===== config.mk =====
export PLATFORM = sky130hd
export DESIGN_NAME = greedy_interval_assigner_k_servers_top
export DESIGN_NICKNAME = d
export VERILOG_FILES = /design/src/rtl/gia_pkg.sv /design/src/rtl/gia_ram.sv /design/src/rtl/greedy_interval_assigner_k_servers_top.sv
export SDC_FILE = /design/constraint.sdc
export NUM_CORES = 1
export LEC_CHECK = 0
export BUFFER_PORTS_ARGS = -buffer_cell sky130_fd_sc_hd__buf_4
export CORE_MARGIN = 2
export CORE_UTILIZATION = 30
export DETAILED_ROUTE_END_ITERATION = 8
export PLACE_DENSITY_LB_ADDON = 0.2
export SLEW_MARGIN = 20
export SYNTH_ARGS = -nofsm -noshare
export SYNTH_HDL_FRONTEND = slang
export SYNTH_SLANG_ARGS = --single-unit

===== constraint.sdc =====
create_clock -name clk -period 5.9 [get_ports clk]
set_input_delay 0.59 -clock clk [delete_from_list [all_inputs] [get_ports clk]]
set_output_delay 0.59 -clock clk [all_outputs]
set_load 0.02 [all_outputs]

===== src/rtl/gia_pkg.sv =====
// ----------------------------------------------------------------------------
// gia_pkg
// Types and constants for the greedy interval assigner (k servers).
// ----------------------------------------------------------------------------
package gia_pkg;

  localparam int TIME_WIDTH      = 32;
  localparam int COUNT_WIDTH     = 20;
  localparam int CFG_WIDTH       = 5;
  localparam int MAX_SERVERS_DEF = 16;

  localparam logic [COUNT_WIDTH-1:0] COUNT_MAX = {COUNT_WIDTH{1'b1}};

  typedef struct packed {
    logic                  new_set;
    logic [TIME_WIDTH-1:0] start_time;
    logic [TIME_WIDTH-1:0] end_time;
  } in_t;

  typedef struct packed {
    logic                   accepted;
    logic [COUNT_WIDTH-1:0] accepted_count;
  } out_t;

endpackage


===== src/rtl/gia_ram.sv =====
// ----------------------------------------------------------------------------
// gia_ram
// Generic single-clock RAM, one write port, one read port, registered read.
// ----------------------------------------------------------------------------
module gia_ram #(
  parameter int WIDTH = 32,
  parameter int DEPTH = 16,
  parameter int AW    = (DEPTH > 1) ? $clog2(DEPTH) : 1
) (
  input  logic             clk,
  input  logic             wr_en,
  input  logic [AW-1:0]    wr_addr,
  input  logic [WIDTH-1:0] wr_data,
  input  logic [AW-1:0]    rd_addr,
  output logic [WIDTH-1:0] rd_data
);

  logic [WIDTH-1:0] mem [DEPTH];
  logic [WIDTH-1:0] rd_data_r;

  always_ff @(posedge clk) begin
    if (wr_en) begin
      mem[wr_addr] <= wr_data;
    end
    rd_data_r <= mem[rd_addr];
  end

  assign rd_data = rd_data_r;

endmodule


===== src/rtl/greedy_interval_assigner_k_servers_top.sv =====
// An input beat steps through the states SCAN, LAST, UPD and DONE, and the
// result is then registered; one interval is taken at a time, and the server scan
// reads the free-time RAM one entry per cycle through its single read port.
// Reset: synchronous, active low; all free times read as zero, count zero,
// servers_in_use = 1. new_set clears the free times and count at once, no sweep.
// ----------------------------------------------------------------------------
// greedy_interval_assigner_k_servers_top
// Assigns sorted intervals to the server with the latest free time not past
// the start; free times live in a RAM, scanned and updated per interval.
// ----------------------------------------------------------------------------
module greedy_interval_assigner_k_servers_top
  import gia_pkg::*;
#(
  parameter int MAX_SERVERS = MAX_SERVERS_DEF
) (
  input  logic                 clk,
  input  logic                 rst_n,
  input  logic                 in_valid,
  output logic                 in_stall,
  input  in_t                  in_data,
  output logic                 out_valid,
  input  logic                 out_stall,
  output out_t                 out_data,
  input  logic                 cfg_valid,
  output logic                 cfg_ready,
  input  logic [CFG_WIDTH-1:0] cfg_data
);

  localparam int IDX_W = (MAX_SERVERS > 1) ? $clog2(MAX_SERVERS) : 1;
  localparam int NW_S  = $clog2(MAX_SERVERS + 1);
  localparam int NW    = (NW_S > CFG_WIDTH) ? NW_S : CFG_WIDTH;

  localparam logic [2:0] S_IDLE = 3'd0;
  localparam logic [2:0] S_SCAN = 3'd1;
  localparam logic [2:0] S_LAST = 3'd2;
  localparam logic [2:0] S_UPD  = 3'd3;
  localparam logic [2:0] S_DONE = 3'd4;

  logic [2:0]             state_r, state_nxt;
  logic [CFG_WIDTH-1:0]   cfg_r;
  logic [MAX_SERVERS-1:0] valid_r;
  logic [COUNT_WIDTH-1:0] count_r;
  logic [IDX_W-1:0]       rd_idx_r, last_idx_r, cmp_idx_r, best_idx_r;
  logic                   cmp_vld_r, found_r;
  logic [TIME_WIDTH-1:0]  start_r, end_r, best_val_r;
  logic                   out_valid_r;
  out_t                   out_data_r;

  logic [NW-1:0]          n_ext, n_eff;
  logic [IDX_W-1:0]       last_idx;
  logic [TIME_WIDTH-1:0]  rd_data, cmp_val;
  logic                   cand;
  logic                   in_fire, out_free;

  assign in_fire  = in_valid && !in_stall;
  assign out_free = !out_valid_r || !out_stall;
  assign in_stall = (state_r != S_IDLE);
  assign cfg_ready = 1'b1;

  // zero acts as one, anything past the server count clamps to it
  always_comb begin
    n_ext = NW'(cfg_r);
    n_eff = n_ext;
    if (n_ext == '0) begin
      n_eff = NW'(1);
    end else if (n_ext > NW'(MAX_SERVERS)) begin
      n_eff = NW'(MAX_SERVERS);
    end
  end
  assign last_idx = IDX_W'(n_eff - NW'(1));

  gia_ram #(
    .WIDTH (TIME_WIDTH),
    .DEPTH (MAX_SERVERS)
  ) u_free_ram (
    .clk     (clk),
    .wr_en   (state_r == S_UPD && found_r),
    .wr_addr (best_idx_r),
    .wr_data (end_r),
    .rd_addr (rd_idx_r),
    .rd_data (rd_data)
  );

  // never-written entries read as zero
  assign cmp_val = valid_r[cmp_idx_r] ? rd_data : '0;
  assign cand    = cmp_vld_r && (cmp_val <= start_r) &&
                   (!found_r || (cmp_val > best_val_r));

  always_comb begin
    state_nxt = state_r;
    case (state_r)
      S_IDLE: if (in_fire) state_nxt = S_SCAN;
      S_SCAN: if (rd_idx_r == last_idx_r) state_nxt = S_LAST;
      S_LAST: state_nxt = S_UPD;
      S_UPD:  state_nxt = S_DONE;
      S_DONE: if (out_free) state_nxt = S_IDLE;
      default: state_nxt = S_IDLE;
    endcase
  end

  always_ff @(posedge clk) begin
    if (!rst_n) begin
      state_r     <= S_IDLE;
      cfg_r       <= CFG_WIDTH'(1);
      valid_r     <= '0;
      count_r     <= '0;
      cmp_vld_r   <= 1'b0;
      found_r     <= 1'b0;
      out_valid_r <= 1'b0;
    end else begin
      state_r   <= state_nxt;
      cmp_vld_r <= (state_r == S_SCAN);
      if (cfg_valid && cfg_ready) begin
        cfg_r <= cfg_data;
      end
      if (in_fire) begin
        found_r <= 1'b0;
        if (in_data.new_set) begin
          valid_r <= '0;
          count_r <= '0;
        end
      end else if (cand) begin
        found_r <= 1'b1;
      end
      if (state_r == S_UPD && found_r) begin
        valid_r[best_idx_r] <= 1'b1;
        if (count_r != COUNT_MAX) begin
          count_r <= count_r + COUNT_WIDTH'(1);
        end
      end
      if (state_r == S_DONE && out_free) begin
        out_valid_r <= 1'b1;
      end else if (!out_stall) begin
        out_valid_r <= 1'b0;
      end
    end
  end

  always_ff @(posedge clk) begin
    if (in_fire) begin
      start_r    <= in_data.start_time;
      end_r      <= in_data.end_time;
      last_idx_r <= last_idx;
      rd_idx_r   <= '0;
    end else if (state_r == S_SCAN && rd_idx_r != last_idx_r) begin
      rd_idx_r <= rd_idx_r + IDX_W'(1);
    end
    cmp_idx_r <= rd_idx_r;
    if (cand) begin
      best_idx_r <= cmp_idx_r;
      best_val_r <= cmp_val;
    end
    if (state_r == S_DONE && out_free) begin
      out_data_r.accepted       <= found_r;
      out_data_r.accepted_count <= count_r;
    end
  end

  assign out_valid = out_valid_r;
  assign out_data  = out_data_r;

endmodule


Word level (Yosys, flattened, before mapping). Memories as Yosys holds them, arrays and structs flattened. A register that Yosys moved wholly into a read port is not among the register bits. Index checks and enable logic that the tools add are counted.

Flip-flop bits (word level): 180. RAM bits: 512. Input port bits: 75. Memories: 1.

$add $sub $neg: 3. $lt $le $gt $ge: 6. Eq/ne operators: 11. Muxes and demuxes: 23. Bitwise operators: 2. Reductions and logical operators: 18.

Memory list: u_free_ram.mem (words 16, width 32, rd ports 1, clocked after memory_dff 1, wr ports 1, RTL line gia_ram.sv:18) `logic [WIDTH-1:0] mem [DEPTH];`.

Operators with widths (number): two-way mux 20 bit (4); two-way mux 16 bit (4); greater-than comparator 32 bit (1); <= comparator 32 bit (1); two-way mux 32 bit (1); adder 20 x 1 -> 20 bit (second input constant) (1); inequality test 20 bit (second input constant) (1); bitwise OR 16 bit (1); one-hot mux 3 bit (5 select lines) (1); less-than comparator 4 x 5 -> 1 bit (second input constant) (2); two-way mux 3 bit (3); two-way mux 4 bit (2); logical AND 1 bit (7); equality test 3 x 2 -> 1 bit (second input constant) (2); two-way mux 1 bit (6); inequality test 2 bit (second input constant) (3); greater-than comparator 5 bit (second input constant) (1); zero test 5 bit (1); adder 4 x 1 -> 4 bit (second input constant) (1); binary-select mux 1 bit (select 4 bit) (1); demux 1 bit (select 4 bit) (1); equality test 4 bit (1); greater-or-equal comparator 4 x 1 -> 1 bit (second input constant) (1); zero test 1 bit (4); 11 further kinds (12).

Longest topological paths before layout. Gate-level depths: netlist of the first run.

Depth after elaboration: 7. Mapped depth: 13. Gate-level depth less buffers: 12.

Modules after synthesis. Synthesis of the first run repeated with hierarchy kept, for this count alone.

Cell total of the unflattened synthesis: 1500. Area total of the unflattened synthesis: 27936.8 um^2.

By module, submodules not included: gia_ram (instances 1, cells each 838, area each 19836.5 um^2, seq. area each 16015.4 um^2); greedy_interval_assigner_k_servers_top (instances 1, cells each 662, area each 8100.3 um^2, seq. area each 4854.7 um^2).

Worst setup path before layout of the first run. Ideal clock, no wire load.

Path type: reg-to-reg. Start: register cmp_idx_r[2]. End: register best_idx_r[0] (enable). Setup time: 474 ps. Arrival: 5774 ps. Data required time: 5426 ps. Setup slack: -348 ps. Cell stages (with the launch flop): 13. Buffers on the path: 1. Cell sequence: dfxtp_1 > mux4_1 > mux2i_1 > mux2i_1 > clkbuf_1 > and2_1 > ha_1 > nand4_1 > or4_1 > or4_1 > nor2_1 > nor3_1 > nor3_1.

Cells in the longest elaborated chain, start to end: 6. Elaborated cells between the ends (all ways): 8. Classes of those cells: 2 x order compare; 3 x mux; 3 x reduce/logical.

RTL lines: from (decl) (RTL line greedy_interval_assigner_k_servers_top.sv:43) `logic [IDX_W-1:0] rd_idx_r, last_idx_r, cmp_idx_r, best_idx_r;`; from (signal assigned) (RTL line greedy_interval_assigner_k_servers_top.sv:148) `cmp_idx_r <= rd_idx_r;`; binary-select mux 1 bit (select 4 bit) (*) (RTL line greedy_interval_assigner_k_servers_top.sv:85) `assign cmp_val = valid_r[cmp_idx_r] ? rd_data : '0;`; two-way mux 1 bit (not written as such) (*) (RTL line greedy_interval_assigner_k_servers_top.sv:85); two-way mux 32 bit (*) (RTL line greedy_interval_assigner_k_servers_top.sv:85); named net cmp_val[30] (RTL line greedy_interval_assigner_k_servers_top.sv:51) `logic [TIME_WIDTH-1:0] rd_data, cmp_val;`; <= comparator 32 bit / greater-than comparator 32 bit (equally long branches) (RTL line greedy_interval_assigner_k_servers_top.sv:86, greedy_interval_assigner_k_servers_top.sv:87); logical AND 1 bit / logical OR 1 bit (equally long branches) (RTL line greedy_interval_assigner_k_servers_top.sv:86, greedy_interval_assigner_k_servers_top.sv:87); logical AND 1 bit (*) (RTL line greedy_interval_assigner_k_servers_top.sv:86) `assign cand = cmp_vld_r && (cmp_val <= start_r) &&`; named net cand (RTL line greedy_interval_assigner_k_servers_top.sv:52) `logic cand;`; to (signal assigned) (RTL line greedy_interval_assigner_k_servers_top.sv:150) `best_idx_r <= cmp_idx_r;`; to (decl) (RTL line greedy_interval_assigner_k_servers_top.sv:43).

Mark *: on every way through the listed nets, which the timed path passes. The rest lies on a longest branch. The select of a mux whose other input is x is not followed. A chain may end at the register's enable or synchronous reset.

Final worst setup path of the first run.
Start: register cmp_idx_r[2]. End: register best_val_r[4] (enable).

Cells in the longest elaborated chain, start to end: 6. Elaborated cells between the ends (all ways): 8. Classes of those cells: 2 x order compare; 3 x mux; 3 x reduce/logical.

RTL lines: binary-select mux 1 bit (select 4 bit) (*) (RTL line greedy_interval_assigner_k_servers_top.sv:85); two-way mux 1 bit (not written as such) (*) (RTL line greedy_interval_assigner_k_servers_top.sv:85); two-way mux 32 bit (*) (RTL line greedy_interval_assigner_k_servers_top.sv:85); named net cmp_val[30] (RTL line greedy_interval_assigner_k_servers_top.sv:51); <= comparator 32 bit / greater-than comparator 32 bit (equally long branches) (RTL line greedy_interval_assigner_k_servers_top.sv:86, greedy_interval_assigner_k_servers_top.sv:87); logical AND 1 bit / logical OR 1 bit (equally long branches) (RTL line greedy_interval_assigner_k_servers_top.sv:86, greedy_interval_assigner_k_servers_top.sv:87); logical AND 1 bit (*) (RTL line greedy_interval_assigner_k_servers_top.sv:86); named net cand (RTL line greedy_interval_assigner_k_servers_top.sv:52); to (signal assigned) (RTL line greedy_interval_assigner_k_servers_top.sv:151) `best_val_r <= cmp_val;`; to (decl) (RTL line greedy_interval_assigner_k_servers_top.sv:45) `logic [TIME_WIDTH-1:0] start_r, end_r, best_val_r;`.

Marks and branches as above.

==> run_results.csv, run 1 <==
group,metric,value,unit
placement,place_hpwl,37.5,mm
logic_synthesis,ys_ff_latch,724,
worst_setup_path,critical-path-slowest-cell,"sky130_fd_sc_hd__mux4_1",
hold_path,hold_path_class,"input pin to flip-flop",
cts,holdBufCountCts,0,
die,die_x,309,um
sta,tightestPinTransition,1.15,ns
worst_setup_path,worst_setup_path_endpoint,"best_val_r[4]",
finish,post_layout_nonfiller_instances,2892,
sta,worst_slew_margin_rel,0.233,
drt,routed_wl_per_cell,22.8,um
power,worst_ir_drop_vdd,0.235,mV
logic_synthesis,number_of_flops_mapped_to_enable_cells_by_yosys,637,
placement,detailed_place.area,0.0304,sq mm
drt,antenna_violating_nets_post_route,0,
grt,largest_net_degree_at_the_start_of_global_routing,129,
sta,achievable-frequency,217,MHz
sta,slew_violations,0,
sta,finalCriticalPeriod,4.61,ns
finish,layout.cells.most_common_list,"sky130_fd_sc_hd__edfxtp_1 (637), sky130_fd_sc_hd__mux4_2 (161), sky130_fd_sc_hd__buf_4 (123)",
cts,cts_max_level,3,
worst_setup_path,worstPathRequired,6.17,ns
worst_setup_path,critPathCaptureType,"flip-flop",
logic_synthesis,synth_ff_type,"sky130_fd_sc_hd__edfxtp_1",
cts,cts_setup_buffers,0,
finish,areaGrowthSynthToFinish,19.0,%
outcome,status,"finished, final reports clean",
cts,cts-root-to-sink-buffers,3,
grt,grt_first_pass_wirelength,95.5,mm
power,power_leakage,11.0,nW
worst_setup_path,setup.worst_path.start,"cmp_idx_r[2]",
drt,dr_total_vias,13600,
sta,finalHoldViolCount,0,
cts,worstSkewPairLatency,0.63,ns
placement,place.gp.congestion,0.751,
grt,grt_overflow,0,
sta,min_period_over_period,0.781,
cts,clk_pin_slew_worst_paths,0.06,ns
die,die_height,309,um
worst_setup_path,crit_path_cell_trace,"mux4_1 -> mux2i_1 -> mux2i_2 -> buf_4 -> and2_1 -> ha_1 -> nand4_1 -> or4_1 -> or4_1 -> nor2_1 -> nor3_1 -> nor3_4 -> buf_4",
placement,preCtsSetupSlack,1.24,ns
logic_synthesis,yosysSeqAreaShare,0.748,
logic_synthesis,asyncSetResetFlopFracSynth,0,
sta,setup-tns-final,0,ns
die,core_area,0.0919,sq mm
worst_setup_path,crit_path_max_incr_delay,0.59,ns
drt,drtIter0Drc,1027,
worst_setup_path,timing.setup.critical_path_class,"flip-flop to flip-flop",
finish,fin_nets,1719,
worst_setup_path,critPathLaunchType,"flip-flop",
drt,drt-total-wl,66.0,mm
cts,cts.repair.resized,0,
grt,grt_pass1_vias,14100,
finish,final_common_cell,"sky130_fd_sc_hd__edfxtp_1",
sta,setup_viol,0,
cts,cts_sinks,724,
die,core.rowCount,111,
logic_synthesis,syn-num-nets,1559,
finish,finalCoreUtilization,0.361,
grt,track_usage,0.139,
drt,drt_first_pass_iters,5,
grt,grt_antenna_before_repair,6,
finish,cell_area_after_layout,0.0332,sq mm
drt,vias_per_cell,4.69,
worst_setup_path,reg2reg_depth,13,
placement,io_buffers,97,
logic_synthesis,syn_area_per_cell,19.7,sq um
logic_synthesis,synthCells,1419,
worst_setup_path,arrival,4.87,ns
die,initial_cell_density_of_the_core,0.303,
die,die_area,0.0954,sq mm
worst_setup_path,r2r_end,"best_val_r[4]",
die,floorplan.io_pins,99,
logic_synthesis,synth.yosys.warnings,0,
sta,finalClockSkew,0.0279,ns
worst_setup_path,path_max_fanout,31,
cts,cts-buffers-inserted,82,
power,pwr_density_cell,393,mW/mm^2
finish,layout-drive-gt1-share,0.268,
logic_synthesis,synthesis.area,0.0279,sq mm
cts,clock_tree_from_tritoncts,"built",
placement,placed_cells,2738,
drt,detail_route.drc_violations,0,
worst_setup_path,crit-reg2reg-launch,"cmp_idx_r[2]",
sta,setup_repair_after_global_routing_missed_its_margin,"no",
sta,layout_setup_ws,1.29,ns
cts,ctsRootBufferMaster,"sky130_fd_sc_hd__clkbuf_16",
logic_synthesis,ys_types,52,
worst_setup_path,r2r_slack,1.29,ns
job,maxCapViolCount,0,
==> cell usage after synthesis (22+ instances only) <==
cell type | n | area share
sky130_fd_sc_hd__ha_1 | 65 | 0.029
sky130_fd_sc_hd__nor2_1 | 42 | 0.0057
sky130_fd_sc_hd__a21oi_1 | 46 | 0.0083
sky130_fd_sc_hd__clkbuf_1 | 35 | 0.0047
sky130_fd_sc_hd__dfxtp_1 | 87 | 0.062
sky130_fd_sc_hd__mux4_2 | 161 | 0.13
sky130_fd_sc_hd__and2_1 | 33 | 0.0074
sky130_fd_sc_hd__nor2b_1 | 24 | 0.0054
sky130_fd_sc_hd__inv_1 | 69 | 0.0093
sky130_fd_sc_hd__edfxtp_1 | 637 | 0.69
sky130_fd_sc_hd__nand3_1 | 22 | 0.0039
sky130_fd_sc_hd__nand2_1 | 36 | 0.0048
==> cell families after synthesis <==
logic type / after synthesis / share of synthesized area
flops: 724 / 0.748
other cells: 1 / 0.000134
fa+ha+maj: 66 / 0.0295
simple gates: 223 / 0.0432
compound gates: 95 / 0.0205
xor+xnor: 17 / 0.00534
buf+inv: 119 / 0.0166
mux: 174 / 0.136
==> layout make-up <==
| type | instances | area [sq um] |
|---|---|---|
| clock inverter | 34 | 405 |
| clock buffer | 119 | 2410 |
| tap | 1243 | 1560 |
| fill | 8667 | 58700 |
| inverter | 69 | 259 |
| sequential | 724 | 20900 |
| multi-input combinational | 576 | 6700 |
| timing repair buffer | 126 | 983 |
| antenna | 1 | 2.50 |
==> state kept, by name, indices dropped and copies added (netlist names) <==
name and cells:
out_data 21, u_free_ram.rd_data 32, count_r 20, cfg_r 5, last_idx_r 4, best_val_r 32, cmp_idx_r 4, end_r 32
found_r 1, rd_idx_r 4, start_r 32, out_valid 1, u_free_ram.mem 512, valid_r 16, best_idx_r 4, state_r 3
cmp_vld_r 1
==> stage by stage <==
step	hold WS (ns)	total power, W
floorplan	0.329	0.00732
global placement	0.412	0.00797
detailed placement	0.411	0.00797
CTS	0.0830	0.0132
global route	0.0942	0.0135
finish	0.134	0.0130
==> report_power, final <==
| group | internal, W | switching [W] |
|---|---|---|
| registers | 0.00588 | 0.000347 |
| logic | 0.000851 | 0.000737 |
| clock network | 0.00316 | 0.00206 |
| total | 0.00989 | 0.00315 |
==> worst min path at each step <==
stage	startpoint	endpoint	slack (ns)	depth (start not counted)
2_1_floorplan	rd_idx_r[2]	cmp_idx_r[2]	0.33	0
3_3_place_gp	rd_idx_r[1]	cmp_idx_r[1]	0.41	0
3_5_place_dp	rd_idx_r[1]	cmp_idx_r[1]	0.41	0
4_1_cts	in_data[58]	start_r[26]	0.08	1
5_1_grt	in_data[58]	start_r[26]	0.09	1
6_report	in_data[23]	end_r[23]	0.13	1
==> critical path, delay by kind of cell, from the launching register on <==
kind          cells  cell delay, ns
mux               3            0.93
flops             1            0.46
simple gates      7            1.92
buf+inv           2            0.61
fa+ha+maj         1            0.32
==> layer usage <==
metal | global-route usage | wire length (um) | vias up
li1 | - | - | 6018
met4 | 0.0400 | 1520 | 0
met3 | 0.0240 | 2960 | 92
met5 | 0 | 0 | -
met1 | 0.195 | 30400 | 7131
met2 | 0.222 | 31100 | 317
No activity file was read; power rests on OpenSTA's default activity.
==> run 2: changes to the inputs <==
==> constraint.sdc (replaced) <==
create_clock -name clk -period 4.65 [get_ports clk]
set_input_delay 0.465 -clock clk [delete_from_list [all_inputs] [get_ports clk]]
set_output_delay 0.465 -clock clk [all_outputs]
set_load 0.02 [all_outputs]
==> run 2 against run 1 <==
Against the previous run:
- core utilization increased by 0.74 points
- sequential share of layout area decreased by 1.3 points
- critical path type unchanged
- final cell count grew 2.2%
==> run_results.csv, run 2 (synthesized netlist as in run 1, its figures left out) <==
group,metric,value,unit
outcome,status,"finished, final reports clean",
finish,layout-drive-gt1-share,0.257,
grt,grt_overflow,0,
sta,achievable-frequency,233,MHz
worst_setup_path,critPathLaunchType,"flip-flop",
drt,detail_route.drc_violations,0,
sta,setup-tns-final,0,ns
worst_setup_path,path_max_fanout,20,
placement,place.gp.congestion,0.756,
finish,insertedDiodeCount,0,
drt,routed_wl_per_cell,22.1,um
grt,grt_first_pass_wirelength,95.6,mm
grt,track_usage,0.138,
sta,worst_slew_margin_rel,0.332,
worst_setup_path,worstPathRequired,4.97,ns
cts,cts_sinks,724,
sta,tightestPinTransition,1.00,ns
finish,registers.top_by_ff_count,"u_free_ram.mem",
worst_setup_path,cp_num_buf_inv,1,
worst_setup_path,crit_path_frequent_cell,"sky130_fd_sc_hd__or4_1",
finish,finalCoreUtilization,0.368,
sta,slew_violations,0,
sta,min_period_over_period,0.924,
cts,cts_max_level,3,
worst_setup_path,reg2reg_depth,12,
finish,areaGrowthSynthToFinish,21.4,%
power,switching_power,0.00401,W
cts,ctsRootBufferMaster,"sky130_fd_sc_hd__clkbuf_16",
sta,setup_repair_after_global_routing_missed_its_margin,"no",
sta,finalCriticalPeriod,4.30,ns
cts,cts-buffers-inserted,82,
placement,place_hpwl,38.4,mm
die,die_x,309,um
grt,largest_net_degree_at_the_start_of_global_routing,47,
power,pwr_density_cell,484,mW/mm^2
die,floorplan.io_pins,99,
die,initial_cell_density_of_the_core,0.303,
placement,detailed_place.area,0.0305,sq mm
finish,cell_area_after_layout,0.0339,sq mm
power,worst_ir_drop_vdd,0.296,mV
drt,dr_total_vias,13700,
finish,fin_nets,1786,
power,cell_internal_pwr,0.0124,W
finish,multi_input_logic_area,0.00672,sq mm
cts,cts-root-to-sink-buffers,3,
worst_setup_path,timing.setup.critical_path_class,"flip-flop to flip-flop",
finish,post_layout_nonfiller_instances,2956,
drt,drt-total-wl,65.3,mm
finish,largest_register_ff_count,512,
die,core_area,0.0919,sq mm
finish,layout.cells.most_common_list,"sky130_fd_sc_hd__edfxtp_1 (637), sky130_fd_sc_hd__mux4_2 (161), sky130_fd_sc_hd__buf_4 (116)",
job,maxCapViolCount,0,
worst_setup_path,crit_path_max_incr_delay,0.60,ns
die,core.rowCount,111,
sta,finalClockSkew,0.0217,ns
drt,antenna_violating_nets_post_route,0,
finish,area.sequential,0.0209,sq mm
cts,clock_tree_from_tritoncts,"built",
die,die_height,309,um
power,pwr-share-clk,0.390,
power,power_leakage,11.3,nW
hold_path,hold_path_class,"input pin to flip-flop",
worst_setup_path,critical-path-slowest-cell,"sky130_fd_sc_hd__mux4_1",
cts,worstSkewPairLatency,0.65,ns
cts,cts_setup_buffers,0,
drt,vias_per_cell,4.65,
grt,grt_pass1_vias,14500,
placement,placed_cells,2742,
sta,finalHoldViolCount,0,
power,seqPwrFrac,0.486,
worst_setup_path,critPathCaptureType,"flip-flop",
worst_setup_path,timing.critical_path.depth,12,
sta,setup_viol,0,
placement,io_buffers,97,
worst_setup_path,crit_path_cell_trace,"mux4_1 -> mux2i_2 -> mux2i_4 -> and2_1 -> ha_1 -> nand4_1 -> or4_1 -> or4_1 -> nor2_1 -> nor3_1 -> nor3_4 -> buf_6",
hold_path,hold_path_depth,1,
power,swShare,0.245,
finish,final_common_cell,"sky130_fd_sc_hd__edfxtp_1",
cts,clk_pin_slew_worst_paths,0.05,ns
sta,whs,0.0438,ns
drt,drt_first_pass_iters,4,
worst_setup_path,arrival,4.62,ns
die,die_area,0.0954,sq mm
finish,fillCellCount,8561,
drt,drtIter0Drc,904,
power,logic_pwr_share,0.124,
grt,grt_antenna_before_repair,6,
worst_setup_path,cp_top_family,"simple AND/OR/NAND/NOR gates",
[run 2: worst paths after layout]
path,start,to,slack (ns)
setup / recovery,cmp_idx_r[2],best_val_r[10],0.35
hold / removal,in_data[53],start_r[21],0.04
setup reg to reg,cmp_idx_r[2],best_val_r[10],0.35
hold reg to reg,count_r[14],out_data[14],0.49
[run 2: power groups by stage]
stage / Combinational, W / Clock, W / Sequential [W]
2_1_floorplan: 0.00157 / 0 / 0.00772
3_3_place_gp: 0.00204 / 0 / 0.00810
3_5_place_dp: 0.00204 / 0 / 0.00811
4_1_cts: 0.00209 / 0.00660 / 0.00797
5_1_grt: 0.00220 / 0.00684 / 0.00802
6_report: 0.00203 / 0.00639 / 0.00796
[run 2: layout make-up]
| class | instances | area share |
|---|---|---|
| clock buffers | 110 | 0.0667 |
| well taps | 1243 | 0.0459 |
| repair buffers | 193 | 0.0521 |
| inverters | 69 | 0.00765 |
| multi-input cells | 576 | 0.198 |
| clock inverters | 41 | 0.0127 |
| flip-flops and latches | 724 | 0.616 |
[run 2: repair_timing]
item,in CTS,in global routing
gates resized for setup,0,7
hold buffers,63,0
endpoints found under the setup margin,0,36
hold endpoints to repair,63,0
[run 2: per-stage QoR]
stage	worst slack, ns	total power [W]
2_1_floorplan	0.0154	0.00929
3_3_place_gp	0.0722	0.0101
3_5_place_dp	0.107	0.0102
4_1_cts	0.0858	0.0167
5_1_grt	0.0944	0.0171
6_report	0.353	0.0164
[run 2: per-layer routing]
layer,up-vias,track usage,routed length (um)
met5,-,0,0
met4,0,0.0359,1300
met3,97,0.0247,2910
met2,299,0.226,31300
met1,7193,0.191,29800
li1,6146,-,-
==> run 3: changes to the inputs <==
==> constraint.sdc (replaced) <==
create_clock -name clk -period 4.8 [get_ports clk]
set_input_delay 0.48 -clock clk [delete_from_list [all_inputs] [get_ports clk]]
set_output_delay 0.48 -clock clk [all_outputs]
set_load 0.02 [all_outputs]
==> run 3 against run 2 <==
Against the previous run:
- via count shrank 0.58%
- hold slack got worse by 0.0027 ns
- final area down 0.88%
- clock power down 4.5%
- core utilization fell by 0.33 points
- flip-flop and latch count unchanged
- critical endpoint is now best_idx_r[2]
- largest power group unchanged
- highest routed layer unchanged
==> run_results.csv, run 3 (synthesized netlist as in run 1, its figures left out) <==
group,metric,value,unit
sta,setup_viol,0,
worst_setup_path,path_max_fanout,16,
finish,registers.top_by_ff_count,"u_free_ram.mem",
die,initial_cell_density_of_the_core,0.303,
finish,areaGrowthSynthToFinish,20.4,%
finish,largest_register_ff_count,512,
drt,vias_per_cell,4.64,
drt,antenna_violating_nets_post_route,0,
die,die_area,0.0954,sq mm
placement,place.gp.congestion,0.755,
worst_setup_path,cp_top_family,"simple AND/OR/NAND/NOR gates",
sta,finalHoldViolCount,0,
worst_setup_path,crit_path_cell_trace,"mux4_1 -> mux2i_1 -> mux2i_2 -> and2_1 -> ha_1 -> nand4_1 -> or4_1 -> or4_1 -> nor2_1 -> nor3_1 -> nor3_4 -> buf_4",
die,core_area,0.0919,sq mm
drt,drt-total-wl,65.9,mm
sta,tightestPinTransition,0.985,ns
sta,worst_slew_margin_rel,0.342,
worst_setup_path,worstPathRequired,5.10,ns
placement,io_buffers,97,
worst_setup_path,crit_path_max_incr_delay,0.60,ns
worst_setup_path,critPathLaunchType,"flip-flop",
finish,finalCoreUtilization,0.365,
sta,min_period_over_period,0.942,
cts,worstSkewPairLatency,0.64,ns
worst_setup_path,critical-path-slowest-cell,"sky130_fd_sc_hd__mux4_1",
die,floorplan.io_pins,99,
power,power_leakage,11.2,nW
grt,grt_pass1_vias,14500,
grt,grt_first_pass_wirelength,96.1,mm
cts,cts-buffers-inserted,81,
cts,cts_sinks,724,
worst_setup_path,critPathCaptureType,"flip-flop",
finish,fin_nets,1769,
finish,insertedDiodeCount,0,
sta,setup-tns-final,0,ns
finish,final_common_cell,"sky130_fd_sc_hd__edfxtp_1",
drt,dr_total_vias,13700,
sta,achievable-frequency,221,MHz
worst_setup_path,arrival,4.82,ns
drt,detail_route.drc_violations,0,
die,core.rowCount,111,
sta,setup_repair_after_global_routing_missed_its_margin,"no",
die,die_height,309,um
sta,finalCriticalPeriod,4.52,ns
grt,grt_antenna_before_repair,2,
worst_setup_path,cp_num_buf_inv,1,
worst_setup_path,crit_path_frequent_cell,"sky130_fd_sc_hd__or4_1",
hold_path,hold_path_class,"input pin to flip-flop",
power,pwr_density_cell,470,mW/mm^2
die,die_x,309,um
cts,cts-root-to-sink-buffers,3,
drt,routed_wl_per_cell,22.4,um
drt,drtIter0Drc,946,
drt,drt_first_pass_iters,5,
power,worst_ir_drop_vdd,0.263,mV
outcome,status,"finished, final reports clean",
cts,clock_tree_from_tritoncts,"built",
cts,clk_pin_slew_worst_paths,0.06,ns
sta,slew_violations,0,
grt,track_usage,0.139,
placement,place_hpwl,38.0,mm
job,maxCapViolCount,0,
grt,largest_net_degree_at_the_start_of_global_routing,53,
power,p_total,0.0158,W
finish,layout.cells.most_common_list,"sky130_fd_sc_hd__edfxtp_1 (637), sky130_fd_sc_hd__mux4_2 (161), sky130_fd_sc_hd__buf_4 (121)",
grt,grt_overflow,0,
sta,finalClockSkew,0.0270,ns
cts,ctsRootBufferMaster,"sky130_fd_sc_hd__clkbuf_16",
worst_setup_path,timing.setup.critical_path_class,"flip-flop to flip-flop",
finish,layout-drive-gt1-share,0.259,
cts,cts_max_level,3,
-- run 3: cell types whose count changed in the layout (fill, tap and decap cells not counted), moves of 3 or more --
| cell | previous run | this run |
|---|---|---|
| sky130_fd_sc_hd__buf_12 | 12 | 7 |
| sky130_fd_sc_hd__clkbuf_16 | 84 | 81 |
| sky130_fd_sc_hd__clkbuf_1 | 20 | 13 |
| sky130_fd_sc_hd__buf_4 | 116 | 121 |
| sky130_fd_sc_hd__clkinv_2 | 10 | 18 |
| sky130_fd_sc_hd__dlygate4sd3_1 | 63 | 49 |
-- run 3: worst register-to-register path, delay by kind of cell (launching register included) --
family | cells | cell delay, ns
flops | 1 | 0.48
fa+ha+maj | 1 | 0.32
simple gates | 7 | 2.02
buf+inv | 1 | 0.30
mux | 3 | 1.07
-- run 3: cell type report --
| type | instances | area, sq um |
|---|---|---|
| multi-input combinational | 576 | 6700 |
| clock inverter | 52 | 495 |
| tap | 1243 | 1560 |
| clock buffer | 99 | 2140 |
| timing repair buffer | 177 | 1540 |
| fill | 8586 | 58400 |
| inverter | 69 | 259 |
| sequential | 724 | 20900 |
-- run 3: per-stage QoR --
stage	std cells	setup WS (ns)	area, sq um	hold slack (ns)
detailed placement	2740	0.273	30400	0.470
floorplan	1419	0.165	27900	0.329
CTS	2937	0.242	33500	0.000329
finish	2940	0.280	33600	0.0411
global placement	2740	0.278	30400	0.469
global route	2940	0.00639	33600	0.00178
-- run 3: path summary, 6_finish.rpt --
kind         slack [ns]       endpoint         start  cells after the start
max                0.28  best_idx_r[2]  cmp_idx_r[2]                     12
max reg2reg        0.28  best_idx_r[2]  cmp_idx_r[2]                     12
min                0.04      end_r[30]   in_data[30]                      1
min reg2reg        0.49    count_r[14]   count_r[14]                      2
-- run 3: power breakdown --
group | switching [W] | total (W) | internal [W] | leakage (nW)
registers | 0.000508 | 0.00774 | 0.00723 | 6.49
logic | 0.000839 | 0.00193 | 0.00109 | 3.39
clock network | 0.00255 | 0.00610 | 0.00354 | 1.29
-- run 3: repair_timing --
| item | in CTS | in global routing |
|---|---|---|
| hold endpoints to repair | 46 | 3 |
| hold buffers | 46 | 3 |
| gates resized for setup | 0 | 0 |
| setup buffers | 0 | 0 |
-- run 3: metal layers --
metal	share of wire	track usage
met1	0.46	0.191
met2	0.48	0.227
met3	0.046	0.0276
met4	0.019	0.0342
met5	0	0
